### src/rtl/h264dp_pkg.sv
// Package with item types and NAL constants for the H.264 RTP depacketizer.
package h264dp_pkg;

  // NAL unit type codes
  localparam logic [4:0] NAL_TYPE_FU_A        = 5'd28;
  localparam logic [4:0] NAL_TYPE_SINGLE_LAST = 5'd23;
  localparam logic [4:0] NAL_TYPE_RESERVED    = 5'd0;

  // Results for an item that carries a start code: 00 00 00 01 and one byte
  localparam logic [2:0] START_ITEM_COUNT  = 3'd5;
  localparam logic [2:0] SINGLE_ITEM_COUNT = 3'd1;
  localparam logic [2:0] START_CODE_LAST   = 3'd2;

  // Input item: one RTP payload byte with its packet flags
  typedef struct packed {
    logic [7:0] payload_byte;
    logic       packet_first;
    logic       packet_last;
    logic       marker_bit;
  } rtp_in_t;

  // Output item: one Annex B byte or an empty end marker
  typedef struct packed {
    logic [7:0] out_byte;
    logic       byte_present;
    logic       packet_done;
  } annexb_out_t;

endpackage

### src/rtl/h264_rtp_payload_depacketizer.sv
// Top level of the H.264 RTP payload depacketizer (RTP payload to Annex B).
//
// Usage:
//   in_valid/in_ready/in_data carry RTP payload bytes, one per item, with
//   packet_first, packet_last and the packet's marker bit. out_valid/out_ready/
//   out_data carry the Annex B stream, one byte per item, with byte_present
//   (0 on an empty end marker) and packet_done on a packet's final item.
// Timing:
//   An accepted byte is decoded in the same cycle into a result register;
//   its first result is shown on the next cycle. A header byte of a single
//   NAL unit or a starting FU-A fragment yields five results (start code and
//   header) and holds the input until the last of them is taken; every
//   other byte yields at most one result, so plain payload streams at one
//   item per cycle while out_ready is high. The pending count sets the rate.
// Reset:
//   rst clears the pending count and returns the parser to expecting a
//   packet header; saved NRI and marker clear to zero.
// Stall:
//   While out_ready is low, the pending result holds and in_ready drops
//   once the last pending result of the current item waits.
module h264_rtp_payload_depacketizer
  import h264dp_pkg::*;
(
  input  logic        clk,
  input  logic        rst,
  input  logic        in_valid,
  output logic        in_ready,
  input  rtp_in_t     in_data,
  output logic        out_valid,
  input  logic        out_ready,
  output annexb_out_t out_data
);

  typedef enum logic [1:0] {
    PH_HDR  = 2'd0,
    PH_PASS = 2'd1,
    PH_FUH  = 2'd2,
    PH_STRIP = 2'd3
  } phase_t;

  phase_t     phase, phase_next;
  logic [2:0] saved_f_nri, saved_f_nri_next;
  logic       saved_marker, saved_marker_next;

  // Result register: pending count, final byte and its flags
  logic [2:0] cnt, cnt_next, load_cnt;
  logic [7:0] res_byte, res_byte_next;
  logic       res_present, res_present_next;
  logic       res_done, res_done_next;

  logic       in_acc, out_acc;
  logic       hdr;
  logic [4:0] nal_type;
  logic       emit_start, emit_byte;
  logic [7:0] emit_val;

  assign in_acc   = in_valid && in_ready;
  assign out_acc  = out_valid && out_ready;
  assign in_ready = (cnt == '0) || ((cnt == SINGLE_ITEM_COUNT) && out_ready);
  assign hdr      = in_data.packet_first || (phase == PH_HDR);
  assign nal_type = in_data.payload_byte[4:0];

  // Decode one payload byte against the parser state
  always_comb begin
    phase_next        = phase;
    saved_f_nri_next  = saved_f_nri;
    saved_marker_next = saved_marker;
    emit_start        = 1'b0;
    emit_byte         = 1'b0;
    emit_val          = in_data.payload_byte;
    if (hdr) begin
      saved_marker_next = in_data.marker_bit;
      priority if ((nal_type != NAL_TYPE_RESERVED) && (nal_type <= NAL_TYPE_SINGLE_LAST)) begin
        emit_start = 1'b1;
        emit_byte  = 1'b1;
        phase_next = PH_PASS;
      end else if (nal_type == NAL_TYPE_FU_A) begin
        saved_f_nri_next = in_data.payload_byte[7:5];
        phase_next       = PH_FUH;
      end else begin
        emit_byte  = 1'b1;
        phase_next = PH_PASS;
      end
    end else begin
      unique case (phase)
        PH_FUH: begin
          // rebuild the NAL header on a starting fragment
          if (!saved_marker && in_data.payload_byte[7]) begin
            emit_start = 1'b1;
            emit_byte  = 1'b1;
            emit_val   = {saved_f_nri, nal_type};
          end
          phase_next = PH_PASS;
        end
        default: begin
          emit_byte = 1'b1;
        end
      endcase
    end
    if (in_data.packet_last) begin
      phase_next = PH_HDR;
    end
  end

  // Plan the results of the accepted byte
  always_comb begin
    load_cnt         = '0;
    res_byte_next    = emit_val;
    res_present_next = emit_byte;
    res_done_next    = in_data.packet_last;
    if (emit_start) begin
      load_cnt = START_ITEM_COUNT;
    end else if (emit_byte || in_data.packet_last) begin
      load_cnt = SINGLE_ITEM_COUNT;
    end
    if (!emit_byte) begin
      res_byte_next = '0;
    end
  end

  // Advance the pending count
  always_comb begin
    cnt_next = cnt;
    if (in_acc) begin
      cnt_next = load_cnt;
    end else if (out_acc) begin
      cnt_next = cnt - 3'd1;
    end
  end

  // Hold parser state and result register
  always_ff @(posedge clk) begin
    if (rst) begin
      phase        <= PH_HDR;
      saved_f_nri  <= '0;
      saved_marker <= 1'b0;
      cnt          <= '0;
    end else begin
      cnt <= cnt_next;
      if (in_acc) begin
        phase        <= phase_next;
        saved_f_nri  <= saved_f_nri_next;
        saved_marker <= saved_marker_next;
      end
    end
  end

  always_ff @(posedge clk) begin
    if (in_acc) begin
      res_byte    <= res_byte_next;
      res_present <= res_present_next;
      res_done    <= res_done_next;
    end
  end

  // Drive the output item: start code bytes first, then the final result
  assign out_valid = (cnt != '0);
  always_comb begin
    out_data.out_byte     = 8'h00;
    out_data.byte_present = 1'b1;
    out_data.packet_done  = 1'b0;
    if (cnt == SINGLE_ITEM_COUNT) begin
      out_data.out_byte     = res_byte;
      out_data.byte_present = res_present;
      out_data.packet_done  = res_done;
    end else if (cnt == START_CODE_LAST) begin
      out_data.out_byte = 8'h01;
    end
  end

  // Checks
  a_reset_empty: assert property (@(posedge clk) rst |=> (cnt == '0))
    else $error("result register not empty after reset");

  a_cnt_range: assert property (@(posedge clk) disable iff (rst)
    cnt <= START_ITEM_COUNT)
    else $error("pending count out of range");

  a_empty_is_done: assert property (@(posedge clk) disable iff (rst)
    (out_valid && !out_data.byte_present) |-> out_data.packet_done)
    else $error("empty marker without packet end");

  a_stall_holds: assert property (@(posedge clk) disable iff (rst)
    (out_valid && !out_ready) |=> ($stable(cnt) && $stable(out_data)))
    else $error("pending result changed during stall");

  a_single_nal_start: assert property (@(posedge clk) disable iff (rst)
    (in_acc && hdr && (nal_type != NAL_TYPE_RESERVED)
     && (nal_type <= NAL_TYPE_SINGLE_LAST)) |=> (cnt == START_ITEM_COUNT))
    else $error("single NAL header did not queue a start code");

endmodule
### config.mk
export PLATFORM = sky130hd
export DESIGN_NAME = h264_rtp_payload_depacketizer
export DESIGN_NICKNAME = d
export VERILOG_FILES = /design/src/rtl/h264dp_pkg.sv /design/src/rtl/h264_rtp_payload_depacketizer.sv
export SDC_FILE = /design/constraint.sdc
export NUM_CORES = 1
export LEC_CHECK = 0
export BUFFER_PORTS_ARGS = -buffer_cell sky130_fd_sc_hd__clkbuf_2
export CAP_MARGIN = 10
export CORE_MARGIN = 8
export CORE_UTILIZATION = 35
export CTS_BUF_LIST = sky130_fd_sc_hd__clkbuf_4 sky130_fd_sc_hd__clkbuf_8 sky130_fd_sc_hd__clkbuf_16
export DETAILED_ROUTE_END_ITERATION = 16
export GPL_TIMING_DRIVEN = 0
export SLEW_MARGIN = 20
export SYNTH_ARGS = -nofsm -noshare
export SYNTH_HDL_FRONTEND = slang
export SYNTH_SLANG_ARGS = --single-unit
### constraint.sdc
create_clock -name clk -period 3.8 [get_ports clk]
set_input_delay 0.38 -clock clk [delete_from_list [all_inputs] [get_ports clk]]
set_output_delay 0.38 -clock clk [all_outputs]
set_load 0.02 [all_outputs]
==> qor.txt <==
Setup tns final = 0 ns
Post-DP HPWL = 1770 um
IO Pins = 27
# nets final = 156
Synth Area in Compound Gates = 12.6%
Cts repair resizes = 0
Worst r2r path cells = 7
Yosys warning total = 0
Die H = 71.1 um
Synth top area share = 28.3%
Reg2reg setup slack = 1.98 ns
PD cells = 469 nW/um^2
CTS Hold Buffers Added = 0
# DRC = 0
Req. time, crit path = 3.42 ns
Slew at the pin closest to its max-slew limit = 0.525 ns
Post-synthesis async set-or-reset flop share = 0%
WL per Instance = 13.1 um
Utilization after layout = 42.1%
Arrival @ worst endpoint = 1.87 ns
P_leak = 0.512 nW
Non-filler cells, final = 169
Post-layout minimum cycle time = 2.25 ns
H-tree Lvls = 1
Post-DRT Antenna Nets = 0
Gpl congestion = 0.750
First-pass GRT wire length = 3550 um
Filler Cells Inserted = 297
Min-delay worst type = in -> reg
Skew-Pair Late Insertion Delay = 0.30 ns
Fin. max-slew vios = 0
Setup CP Type = reg -> out
Root buf cell = clkbuf_4
Layout cells sized above 1 = 28.7%
Die area = 5050 um^2
Adder-Cell Fraction of Synth Area = 4.72%
Core ar. = 2980 um^2
Drt pass-1 iters = 4
Final WL = 2220 um
Max Fclk = 444 MHz
CP endpoint kind = output pin
Synth area leader = edfxtp_1
Critical path fanouts, max = 10
Setup violators final = 0
Register area share after synthesis = 45.3%
Largest net degree at the start of global routing = 16
Grt ovf = 0
Initial antenna violation count = 0
Max-cap violations = 0
Dominant synthesized flop cell = edfxtp_1
DR vias/cell = 5.12
Final worst-path cycle share = 59.2%
Top post-synthesis cells by area = edfxtp_1, dfxtp_1, and2_1, mux2i_1, ha_1
Syn Inst Count = 107
XOR/XNOR Fraction of Synth Area = 0%
Hold depth = 3
Initial drt markers = 22
Number of antenna diodes = 0
Average size of a mapped cell = 9.92 um^2
Area delta synth->final = 18.3%
Crit start category = flop
# rows = 20
Post-CTS Setup Repair Bufs = 0
Post-synth EDFFs = 10
Net Count, Synth = 126
Die Width = 71.1 um
Initial core utilization = 35.6%
CTS tree = done
Post-Place Cells = 165
Final Hold Viols = 0
CTS Buf Count = 3
Max transition margin = 64.9%
Peak VDD IR = 103 uV
Synth Area in Simple Gates = 28.5%
RSZ-0062 raised after global routing = no
Yosys reg bits = 19
CTS sink cnt = 19
Gr usage total = 8.64%
Combinational family with the most area after synthesis = simple AND/OR/NAND/NOR gates
Post-synthesis cell type count = 34
Vias = 865
Post-synthesis mux area share = 5.66%
Synthesized area = 1060 um^2
Clock buffer depth = 2
Status = complete, no violations
Vias in the first global route = 806
Clock Pin Slew Worst Setup and Hold Paths = 0.10 ns
Number of port buffers = 25
Worst Skew = 0.00730 ns
==> cells in the final DEF, fill, tap and decap left out, drive strengths merged <==
cell type   n
nor3b       1
or2         1
dfxtp       9
nor2        7
and2b       1
a211oi      1
a21boi      1
and3        2
o21ba       1
o21ai       5
edfxtp     10
nor2b       2
or3         1
ha          4
nand2       9
a221oi      2
mux2i       6
a21o        1
inv         8
a21oi       6
nor4b       2
clkbuf     29
nand3       2
and2       13
nand2b      3
nor3        5
or4b        1
a2111oi     1
clkinv      1
a31o        1
==> kinds of logic after synthesis <==
logic type / count (synthesis)
simple gates: 50
compound gates: 19
flops: 19
buf+inv: 9
mux: 6
fa+ha+maj: 4
==> worst paths after layout <==
kind | to | startpoint
max | out_data[9] | cnt[1]
min | saved_marker | in_data[0]
max reg2reg | cnt[1] | cnt[1]
min reg2reg | cnt[1] | cnt[1]
==> where the power goes <==
part / leakage, nW / total, mW / internal [mW] / switching [mW]
Combinational: 0.329 / 0.222 / 0.0843 / 0.138
Clock: 0.0177 / 0.102 / 0.0392 / 0.0623
Sequential: 0.165 / 0.265 / 0.250 / 0.0153
==> metrics by stage <==
stage	setup slack [ns]	power, mW	cell area, um^2	hold WS (ns)
after floorplan	2.15	0.428	1060	0.449
after global placement	1.89	0.490	1230	0.460
after detailed placement	1.82	0.495	1230	0.478
after CTS	1.48	0.598	1250	0.329
after global routing	1.38	0.628	1250	0.338
final	1.55	0.589	1250	0.324
==> per-layer routing <==
layer  GRT usage, %  part of all wire (%)  vias up
met5              0                     0        -
met4           4.16                   1.1        0
met3           1.27                   5.1        2
met2           15.1                    49       24
met1           9.98                    45      406
li1               -                     -      433
==> synth_stat cells (3+ instances only) <==
master	count
nor2_1	7
a21oi_1	5
inv_1	6
and2_1	13
mux2i_1	6
edfxtp_1	10
nand2_1	9
nor3_1	5
dfxtp_1	9
ha_1	4
nand2b_1	3
o21ai_0	4
==> layout make-up <==
cell class | count | area [um^2] | area share (%)
plain buffers | 1 | 3.75 | 0.299
clock buffers | 3 | 22.5 | 1.79
clock inverters | 1 | 5.00 | 0.399
inverters | 8 | 30.0 | 2.39
multi-input cells | 79 | 547 | 43.6
flip-flops and latches | 19 | 480 | 38.3
well taps | 33 | 41.3 | 3.29
repair buffers | 25 | 125 | 9.97
==> critical path, stage by stage (launching register included) <==
cell      delay [ns]
dfxtp_1         0.34
inv_1           0.09
ha_1            0.29
nor2b_1         0.49
and2_1          0.21
clkbuf_2        0.16
==> state kept, by name, summed over array words and instances (netlist names) <==
name	count
saved_marker	1
saved_f_nri	3
res_done	1
res_byte	8
cnt	3
phase	2
res_present	1
Power figures use the tool's default switching activity.
